[config.mk]
export PLATFORM = sky130hd
export DESIGN_NAME = stepper_half_step_ramp_sequencer
export DESIGN_NICKNAME = d
export VERILOG_FILES = /design/src/rtl/shsr_pkg.sv /design/src/rtl/stepper_half_step_ramp_sequencer.sv
export SDC_FILE = /design/constraint.sdc
export NUM_CORES = 1
export LEC_CHECK = 0
export BUFFER_PORTS_ARGS = -buffer_cell sky130_fd_sc_hd__clkbuf_2
export CELL_PAD_IN_SITES_DETAIL_PLACEMENT = 0
export CELL_PAD_IN_SITES_GLOBAL_PLACEMENT = 1
export CORE_MARGIN = 2
export CORE_UTILIZATION = 51
export DETAILED_ROUTE_END_ITERATION = 10
export GPL_TIMING_DRIVEN = 0
export MAX_ROUTING_LAYER = met4
export PLACE_DENSITY_LB_ADDON = 0.2
export SYNTH_ARGS = -nofsm -noshare
export SYNTH_HDL_FRONTEND = slang
export SYNTH_SLANG_ARGS = --single-unit
[constraint.sdc]
create_clock -name clk_i -period 10.8 [get_ports clk_i]
set_input_delay 3.24 -clock clk_i [delete_from_list [all_inputs] [get_ports clk_i]]
set_output_delay 3.24 -clock clk_i [all_outputs]
set_load 0.02 [all_outputs]
[src/rtl/shsr_pkg.sv]
// Package for the half-step stepper ramp sequencer: types, constants, coil table.
`timescale 1ns / 1ps
package shsr_pkg;

  // Storage widths
  localparam int unsigned POSITION_WIDTH = 32;
  localparam int unsigned DELAY_WIDTH    = 16;
  localparam int unsigned CFG_WIDTH      = 16;
  localparam int unsigned STEPS_WIDTH    = 32;
  localparam int unsigned BEAT_WIDTH     = 3;
  localparam int unsigned COIL_WIDTH     = 4;
  localparam int unsigned OUT_POS_WIDTH  = 32;
  localparam int unsigned TARGET_WIDTH   = 32;
  localparam int unsigned COUNT_WIDTH    = 31;
  // Signed distance width for absolute moves (one bit over the wider operand)
  localparam int unsigned DIST_WIDTH =
      ((POSITION_WIDTH > TARGET_WIDTH) ? POSITION_WIDTH : TARGET_WIDTH) + 1;

  // Register reset values
  localparam logic [CFG_WIDTH-1:0] GOAL_DELAY_RST  = CFG_WIDTH'(10);
  localparam logic [CFG_WIDTH-1:0] START_DELAY_RST = CFG_WIDTH'(100);

  // Command codes
  typedef enum logic [1:0] {
    FUNC_TICK     = 2'd0,
    FUNC_FWD      = 2'd1,
    FUNC_BWD      = 2'd2,
    FUNC_ABSOLUTE = 2'd3
  } func_e;

  // Register indexes
  typedef enum logic [0:0] {
    REG_GOAL_DELAY  = 1'b0,
    REG_START_DELAY = 1'b1
  } reg_idx_e;

  typedef struct packed {
    logic [1:0]                     func;
    logic [COUNT_WIDTH-1:0]         step_count;
    logic signed [TARGET_WIDTH-1:0] target_position;
  } in_beat_t;

  typedef struct packed {
    logic [COIL_WIDTH-1:0]           coil_drive;
    logic signed [OUT_POS_WIDTH-1:0] position;
    logic                            moving;
    logic                            step_taken;
    logic                            command_rejected;
  } out_beat_t;

  // Half-step coil pattern for each beat
  function automatic logic [COIL_WIDTH-1:0] coil_of_beat(input logic [BEAT_WIDTH-1:0] b);
    logic [COIL_WIDTH-1:0] p;
    case (b)
      3'd0:    p = 4'h3;
      3'd1:    p = 4'h2;
      3'd2:    p = 4'h6;
      3'd3:    p = 4'h4;
      3'd4:    p = 4'hC;
      3'd5:    p = 4'h8;
      3'd6:    p = 4'h9;
      default: p = 4'h1;
    endcase
    return p;
  endfunction

endpackage

[src/rtl/stepper_half_step_ramp_sequencer.sv]
// Top level: half-step stepper sequencer with linear delay ramp.
`timescale 1ns / 1ps
// Usage:
//   Input channel (in_valid_i / in_stall_o / in_data_i) carries commands: a timer
//   tick, a relative forward or backward move, or an absolute move. Every beat
//   accepted yields exactly one result beat on the output channel
//   (out_valid_o / out_stall_i / out_data_o) with coil drive, position and flags.
//   The state update and the result are computed in the cycle of acceptance
//   and the result is registered. Throughput is one beat per cycle while
//   in_stall_o is low; the state registers feed each beat's update back to later beats.
//   The output register is backed by a one-entry skid register, so a command
//   is still taken while a result waits; in_stall_o rises only when both hold
//   results, and drops once the receiver takes one.
//   cfg_we_i / cfg_index_i / cfg_data_i write the cruise delay (index 0) and
//   start_delay (index 1); the user must write them only while idle, the block does not enforce it.
//   Reset: position, beat and ramp state clear, coils off, no move running,
//   cruise delay = 10 and start_delay = 100, both output slots empty.
module stepper_half_step_ramp_sequencer (
  input  logic                  clk_i,
  input  logic                  rst_ni,
  input  logic                  in_valid_i,
  output logic                  in_stall_o,
  input  shsr_pkg::in_beat_t    in_data_i,
  output logic                  out_valid_o,
  input  logic                  out_stall_i,
  output shsr_pkg::out_beat_t   out_data_o,
  input  logic                  cfg_we_i,
  input  logic [0:0]            cfg_index_i,
  input  logic [15:0]           cfg_data_i
);
  import shsr_pkg::*;

  // Configuration registers
  logic [CFG_WIDTH-1:0] goal_cfg_q, start_cfg_q;

  // Motion state
  logic [BEAT_WIDTH-1:0]     beat_q, beat_d;
  logic [POSITION_WIDTH-1:0] pos_q, pos_d;
  logic [STEPS_WIDTH-1:0]    steps_q, steps_d;
  logic                      backward_q, backward_d;
  logic [DELAY_WIDTH-1:0]    hold_q, hold_d;
  logic [DELAY_WIDTH-1:0]    ramp_q, ramp_d;
  logic                      busy_q, busy_d;
  logic [COIL_WIDTH-1:0]     coil_q, coil_d;

  // Output slot and skid slot
  out_beat_t out_q, skid_q, result;
  logic      out_valid_q, skid_valid_q;

  logic in_accept, out_take;
  logic stepped, rejected;

  // Delays masked to the delay width
  logic [DELAY_WIDTH+CFG_WIDTH-1:0] goal_ext, start_ext;
  logic [DELAY_WIDTH-1:0]           goal_dly, start_dly, ramp_init;

  // Absolute move distance
  logic signed [DIST_WIDTH-1:0] tgt_s, pos_s, delta;
  logic [DIST_WIDTH-1:0]        mag;
  logic [STEPS_WIDTH-1:0]       mag_sat;
  logic                         abs_fwd;

  // Move decode
  logic [STEPS_WIDTH-1:0] move_count;
  logic                   move_back, move_req;

  // Position as reported on 32 bits
  logic [POSITION_WIDTH+OUT_POS_WIDTH-1:0] pos_ext;

  assign in_accept = in_valid_i && !skid_valid_q;
  assign out_take  = out_valid_q && !out_stall_i;
  assign in_stall_o  = skid_valid_q;
  assign out_valid_o = out_valid_q;
  assign out_data_o  = out_q;

  assign goal_ext  = {{DELAY_WIDTH{1'b0}}, goal_cfg_q};
  assign start_ext = {{DELAY_WIDTH{1'b0}}, start_cfg_q};
  assign goal_dly  = goal_ext[DELAY_WIDTH-1:0];
  assign start_dly = start_ext[DELAY_WIDTH-1:0];
  assign ramp_init = (start_dly >= goal_dly) ? start_dly : goal_dly;

  // Signed distance target - position, magnitude saturated to steps width
  assign tgt_s   = DIST_WIDTH'(in_data_i.target_position);
  assign pos_s   = DIST_WIDTH'($signed(pos_q));
  assign delta   = tgt_s - pos_s;
  assign abs_fwd = (delta > 0);
  assign mag     = abs_fwd ? delta : -delta;
  assign mag_sat = (mag > DIST_WIDTH'({STEPS_WIDTH{1'b1}})) ? {STEPS_WIDTH{1'b1}}
                                                            : mag[STEPS_WIDTH-1:0];

  // Move command decode
  always_comb begin
    case (func_e'(in_data_i.func))
      FUNC_FWD: begin
        move_count = STEPS_WIDTH'(in_data_i.step_count);
        move_back  = 1'b0;
      end
      FUNC_BWD: begin
        move_count = STEPS_WIDTH'(in_data_i.step_count);
        move_back  = 1'b1;
      end
      FUNC_ABSOLUTE: begin
        move_count = mag_sat;
        move_back  = !abs_fwd;
      end
      default: begin
        move_count = '0;
        move_back  = 1'b0;
      end
    endcase
  end

  assign move_req = (func_e'(in_data_i.func) != FUNC_TICK);

  // Next motion state for the incoming beat
  always_comb begin
    beat_d     = beat_q;
    pos_d      = pos_q;
    steps_d    = steps_q;
    backward_d = backward_q;
    hold_d     = hold_q;
    ramp_d     = ramp_q;
    busy_d     = busy_q;
    coil_d     = coil_q;
    stepped    = 1'b0;
    rejected   = 1'b0;
    if (!move_req) begin
      if (busy_q) begin
        if (hold_q > DELAY_WIDTH'(1)) begin
          hold_d = hold_q - DELAY_WIDTH'(1);
        end else if (steps_q == '0) begin
          // move done: release coils
          busy_d = 1'b0;
          hold_d = '0;
          coil_d = '0;
        end else begin
          if (backward_q) begin
            beat_d = beat_q - BEAT_WIDTH'(1);
            pos_d  = pos_q - POSITION_WIDTH'(1);
          end else begin
            beat_d = beat_q + BEAT_WIDTH'(1);
            pos_d  = pos_q + POSITION_WIDTH'(1);
          end
          coil_d  = coil_of_beat(beat_d);
          steps_d = steps_q - STEPS_WIDTH'(1);
          hold_d  = ramp_q;
          if (ramp_q > goal_dly) begin
            ramp_d = ramp_q - DELAY_WIDTH'(1);
          end
          stepped = 1'b1;
        end
      end
    end else if (busy_q) begin
      rejected = 1'b1;
    end else if (move_count != '0) begin
      steps_d    = move_count;
      backward_d = move_back;
      hold_d     = '0;
      ramp_d     = ramp_init;
      busy_d     = 1'b1;
    end
  end

  // Result beat
  assign pos_ext = {{OUT_POS_WIDTH{1'b0}}, pos_d};
  always_comb begin
    result.coil_drive       = busy_d ? coil_d : '0;
    result.position         = pos_ext[OUT_POS_WIDTH-1:0];
    result.moving           = busy_d;
    result.step_taken       = stepped;
    result.command_rejected = rejected;
  end

  // Configuration writes
  always_ff @(posedge clk_i or negedge rst_ni) begin
    if (!rst_ni) begin
      goal_cfg_q  <= GOAL_DELAY_RST;
      start_cfg_q <= START_DELAY_RST;
    end else if (cfg_we_i) begin
      unique case (reg_idx_e'(cfg_index_i))
        REG_GOAL_DELAY:  goal_cfg_q  <= cfg_data_i;
        REG_START_DELAY: start_cfg_q <= cfg_data_i;
        default: ;
      endcase
    end
  end

  // Motion state registers
  always_ff @(posedge clk_i or negedge rst_ni) begin
    if (!rst_ni) begin
      beat_q     <= '0;
      pos_q      <= '0;
      steps_q    <= '0;
      backward_q <= 1'b0;
      hold_q     <= '0;
      ramp_q     <= '0;
      busy_q     <= 1'b0;
      coil_q     <= '0;
    end else if (in_accept) begin
      beat_q     <= beat_d;
      pos_q      <= pos_d;
      steps_q    <= steps_d;
      backward_q <= backward_d;
      hold_q     <= hold_d;
      ramp_q     <= ramp_d;
      busy_q     <= busy_d;
      coil_q     <= coil_d;
    end
  end

  // Output register with skid slot
  always_ff @(posedge clk_i or negedge rst_ni) begin
    if (!rst_ni) begin
      out_valid_q  <= 1'b0;
      skid_valid_q <= 1'b0;
    end else if (out_take || !out_valid_q) begin
      if (skid_valid_q) begin
        out_valid_q  <= 1'b1;
        skid_valid_q <= 1'b0;
      end else begin
        out_valid_q <= in_accept;
      end
    end else if (in_accept) begin
      skid_valid_q <= 1'b1;
    end
  end

  // Payload slots, no reset needed
  always_ff @(posedge clk_i) begin
    if (out_take || !out_valid_q) begin
      if (skid_valid_q) begin
        out_q <= skid_q;
      end else if (in_accept) begin
        out_q <= result;
      end
    end else if (in_accept) begin
      skid_q <= result;
    end
  end

  // Skid slot only fills behind a held output
  a_skid_behind_out: assert property (@(posedge clk_i) disable iff (!rst_ni)
    skid_valid_q |-> out_valid_q)
    else $error("skid slot full with output slot empty");

  // Idle means the hold counter is cleared
  a_idle_hold_clear: assert property (@(posedge clk_i) disable iff (!rst_ni)
    !busy_q |-> (hold_q == '0))
    else $error("hold counter nonzero while idle");

  // A step moves the position by exactly one
  a_step_moves_pos: assert property (@(posedge clk_i) disable iff (!rst_ni)
    (in_accept && stepped) |=> ((pos_q == $past(pos_q) + POSITION_WIDTH'(1)) ||
                                (pos_q == $past(pos_q) - POSITION_WIDTH'(1))))
    else $error("step did not move position by one");

  // A rejected command leaves the move untouched
  a_reject_keeps_state: assert property (@(posedge clk_i) disable iff (!rst_ni)
    (in_accept && rejected) |=> (busy_q && $stable(steps_q) && $stable(pos_q)))
    else $error("rejected command changed motion state");

endmodule
==> results.ini <==
[clocking]
cts_post_setup_buffers_inserted = 0
post_cts_resize_count = 0
clock_tree.buffer_depth = 3
cts_sinks = 217
clk-insertion-delay-late_ns = 0.55
worst_setup_hold_path_clk_slew_ns = 0.06
cts_made_buffers = 25
clockRootBuffer = sky130_fd_sc_hd__clkbuf_16
cts_tree = yes
cts_htree_levels = 1
hold_buffers = 0

[yosys]
post_synth_inst_count = 1973
async_flop_share = 0.6406
flops_latches_synth = 217
synth.distinct_cells = 101
yosysWarningCount = 0
mean_syn_cell_area_um2 = 8.589
synth_flop_cell = sky130_fd_sc_hd__dfrtp_1
post-synth-top-count-cell = sky130_fd_sc_hd__nand2_1
synth_nets = 2171
netlist_top_cells_area = sky130_fd_sc_hd__dfrtp_1 (20%), sky130_fd_sc_hd__edfxtp_1 (14%), sky130_fd_sc_hd__ha_1 (8.0%)
synth_enable_flop_cells = 78
synth.top_cell.area_share = 0.1979
synth_area_um2 = 16950
synth_largest_area_cell = sky130_fd_sc_hd__dfrtp_1
list_of_most_frequent_post_synthesis_cells = sky130_fd_sc_hd__nand2_1 (223), sky130_fd_sc_hd__o21ai_0 (160), sky130_fd_sc_hd__nor2_1 (138), sky130_fd_sc_hd__dfrtp_1 (134), sky130_fd_sc_hd__a21oi_1 (127)
seq_area_frac_synth = 0.3438

[pwr]
max-vdd-ir-drop_mv = 0.1199
power_frac_comb = 0.383
power.static_leakage_nw = 7.904
power.share.switching = 0.3794
power.density_nw_per_um2 = 173.2
clock_power_share = 0.278
power_switching_w = 0.001259
power_report.internal_total_w = 0.002059
power.share.sequential = 0.339

[drt]
met3_length_um = 3180
ant_nets = 0
routed_wl_um = 52070
met1_length_um = 23080
drt_first_pass_iters = 5
dr.max_layer_used = met4
vias = 16100
drt_iter0_markers = 1079
drt-wirelength-per-cell_um = 20.08
route.detailed.drc = 0
detailed_route_vias_per_instance = 6.208
met2RoutedLength_um = 24410

[final_layout]
fillers = 3045
areaGrowthSynthToFinish_pct = 13.05
insertedDiodeCount = 0
drive_gt1_frac = 0.1367
filler_free_cell_count_of_the_finished_design = 2593
nets = 2330
postLayoutCoreUtil = 0.5873

[floorplanning]
floorplan.core_area_um2 = 32620
die_width_um = 186.3
die-height_um = 186.3
floorplan.initialDensity = 0.5195
io-pin-count = 128
placementRows = 66
design.die.area_um2 = 34700

[timing]
setup_repair_after_global_routing_missed_its_margin = false
layout_min_cycle_time_ns = 10.05
final.setup.tns_ns = 0
finalClockSkew_ns = 0.01322
maxClockFrequency_mhz = 99.50
slew_headroom = 0.1957
fin_worst_hold_slack_ns = 0.4842
finalHoldViolations = 0
period_share = 0.9306
setup_viol = 0
worst_pin_slew_ns = 1.204
slew_violations = 0

[run]
drv.max_cap_violation_count = 0

[worst_setup_path]
cp_max_delay_cell = sky130_fd_sc_hd__a21boi_0
crit_path_launch_type = input port
cp-startpoint = in_data_i[0]
worst-endpoint-required_ns = 11.07
reg2reg_slack_ns = 3.09
arrival_ns = 10.32
critical_path.reg2reg.endpoint = out_data_o[36]
timing.rr.start = pos_q[0]
timing.critical_path.slowest_cell_delay_ns = 0.69
path_max_fanout = 10
worst_r2r_path_depth = 21
criticalPathCategory = in -> reg
cp_common_cell = sky130_fd_sc_hd__clkbuf_1
worst_setup_path_end_kind = flop
crit_path_cell_trace = clkbuf_2 -> inv_1 -> ha_1 -> fa_1 -> nor2b_1 -> o31a_1 -> o311ai_2 -> a31oi_1 -> o2111ai_1 -> a21boi_0 -> or2_2 -> clkbuf_1 -> clkbuf_1 -> clkbuf_1 -> a21oi_1 -> a31oi_1 -> o2111ai_1 -> a2111oi_0 -> nand4_1 -> nor3_4 -> a31o_2 -> buf_2 -> o31ai_1

[global_routing]
grt_overflow = 0
grt_max_degree = 97
grt_antenna_before_repair = 0
grt_first_pass_wirelength_um = 82380
grtUsageTotal = 0.3081
first_global_vias = 15300

[worst_hold_path]
min-delay-path-class = reg -> reg
hold_start = coil_q[0]
min_to = coil_q[0]
worst_hold_path.num_cells = 2

[placement]
dpl.hpwl_um = 40440
gpl_congestion = 0.9456
placement.io_buffers = 127
placed_cells_incl_taps = 2546

[outcome]
run_status = complete, no violations

[power groups by stage]
stage | logic (W) | registers, W | clock network [W]
finish | 0.00127 | 0.00113 | 0.000923
detailed placement | 0.00124 | 0.00114 | 0
CTS | 0.00125 | 0.00113 | 0.000939
global route | 0.00141 | 0.00114 | 0.000963
global placement | 0.00121 | 0.00114 | 0
floorplan | 0.000906 | 0.00113 | 0
[state kept, by name, summed over array words and instances (netlist names), 16 cells and up]
signal       count
goal_cfg_q      16
hold_q          16
out_data_o      39
pos_q           32
ramp_q          16
skid_q          39
start_cfg_q     16
steps_q         32
[critical path, delay by kind of cell]
family                   cells  cell delay (ns)
adder cells (fa/ha/maj)      2             0.66
AO/OA/AOI/OAI               11             3.39
AND/OR/NAND/NOR              4             1.28
buffers and inverters        6             1.73
[layout by cell type (no fill, tap or decap), types with 19 or more instances in the layout]
| master | instances |
|---|---|
| sky130_fd_sc_hd__clkbuf_16 | 25 |
| sky130_fd_sc_hd__a21o_1 | 40 |
| sky130_fd_sc_hd__clkbuf_2 | 126 |
| sky130_fd_sc_hd__nor3_1 | 65 |
| sky130_fd_sc_hd__nand2b_1 | 21 |
| sky130_fd_sc_hd__o21ai_0 | 160 |
| sky130_fd_sc_hd__inv_1 | 94 |
| sky130_fd_sc_hd__dfrtp_1 | 134 |
| sky130_fd_sc_hd__nor2b_1 | 25 |
| sky130_fd_sc_hd__nor4_1 | 26 |
| sky130_fd_sc_hd__nand2_1 | 223 |
| sky130_fd_sc_hd__and3_1 | 25 |
| sky130_fd_sc_hd__a211oi_1 | 22 |
| sky130_fd_sc_hd__edfxtp_1 | 78 |
| sky130_fd_sc_hd__and2_1 | 21 |
| sky130_fd_sc_hd__nor2_1 | 137 |
| sky130_fd_sc_hd__nand3_1 | 70 |
| sky130_fd_sc_hd__clkbuf_1 | 79 |
| sky130_fd_sc_hd__nand4_1 | 19 |
| sky130_fd_sc_hd__a31oi_1 | 38 |
| sky130_fd_sc_hd__xnor2_1 | 32 |
| sky130_fd_sc_hd__a211o_1 | 21 |
| sky130_fd_sc_hd__a21oi_1 | 126 |
| sky130_fd_sc_hd__mux2_2 | 53 |
| sky130_fd_sc_hd__xor2_1 | 22 |
| sky130_fd_sc_hd__ha_1 | 108 |
[area by class of cell]
cell class / count / area [um2] / area share
buffer: 93 / 377.9 / 0.01972
clock buffer: 36 / 726.9 / 0.03794
clock inverter: 10 / 166.4 / 0.008686
inverter: 94 / 352.8 / 0.01842
multi-input combinational: 1569 / 10410 / 0.5432
sequential: 217 / 5827 / 0.3041
tap: 442 / 553.0 / 0.02887
timing repair buffer: 132 / 747.0 / 0.03899
[metal layers]
metal,vias up,global-route usage
li1,7722,-
met2,562,0.5100
met1,7708,0.4058
met5,-,-
met4,0,0.08346
met3,105,0.02901
[through the flow]
| stage | setup slack [ns] | total power [W] | area, um2 |
|---|---|---|---|
| 6_report | 0.7499 | 0.003318 | 19160 |
| 5_1_grt | 0.4536 | 0.003522 | 19160 |
| 4_1_cts | 0.9072 | 0.003313 | 19130 |
| 3_5_place_dp | 0.3566 | 0.002381 | 18240 |
| 3_3_place_gp | 0.3982 | 0.002347 | 18130 |
| 2_1_floorplan | 2.413 | 0.002034 | 16950 |
[worst max path at each step]
stage | to | cells past startpoint
after floorplan | steps_q[15] | 23
after global placement | out_data_o[36] | 23
after detailed placement | out_data_o[36] | 23
after CTS | out_data_o[36] | 23
after global routing | out_data_o[38] | 23
final | out_data_o[36] | 23
[cell families after synthesis]
| group | Yosys count | share of synthesized area |
|---|---|---|
| AND/OR/NAND/NOR | 730 | 0.2153 |
| buffers and inverters | 187 | 0.04312 |
| adder cells (fa/ha/maj) | 113 | 0.08447 |
| AO/OA/AOI/OAI | 602 | 0.2374 |
| multiplexers | 70 | 0.04799 |
| flip-flops | 217 | 0.3438 |
| XOR/XNOR | 54 | 0.02791 |
Note: power is estimated with default switching activity, not from simulation.
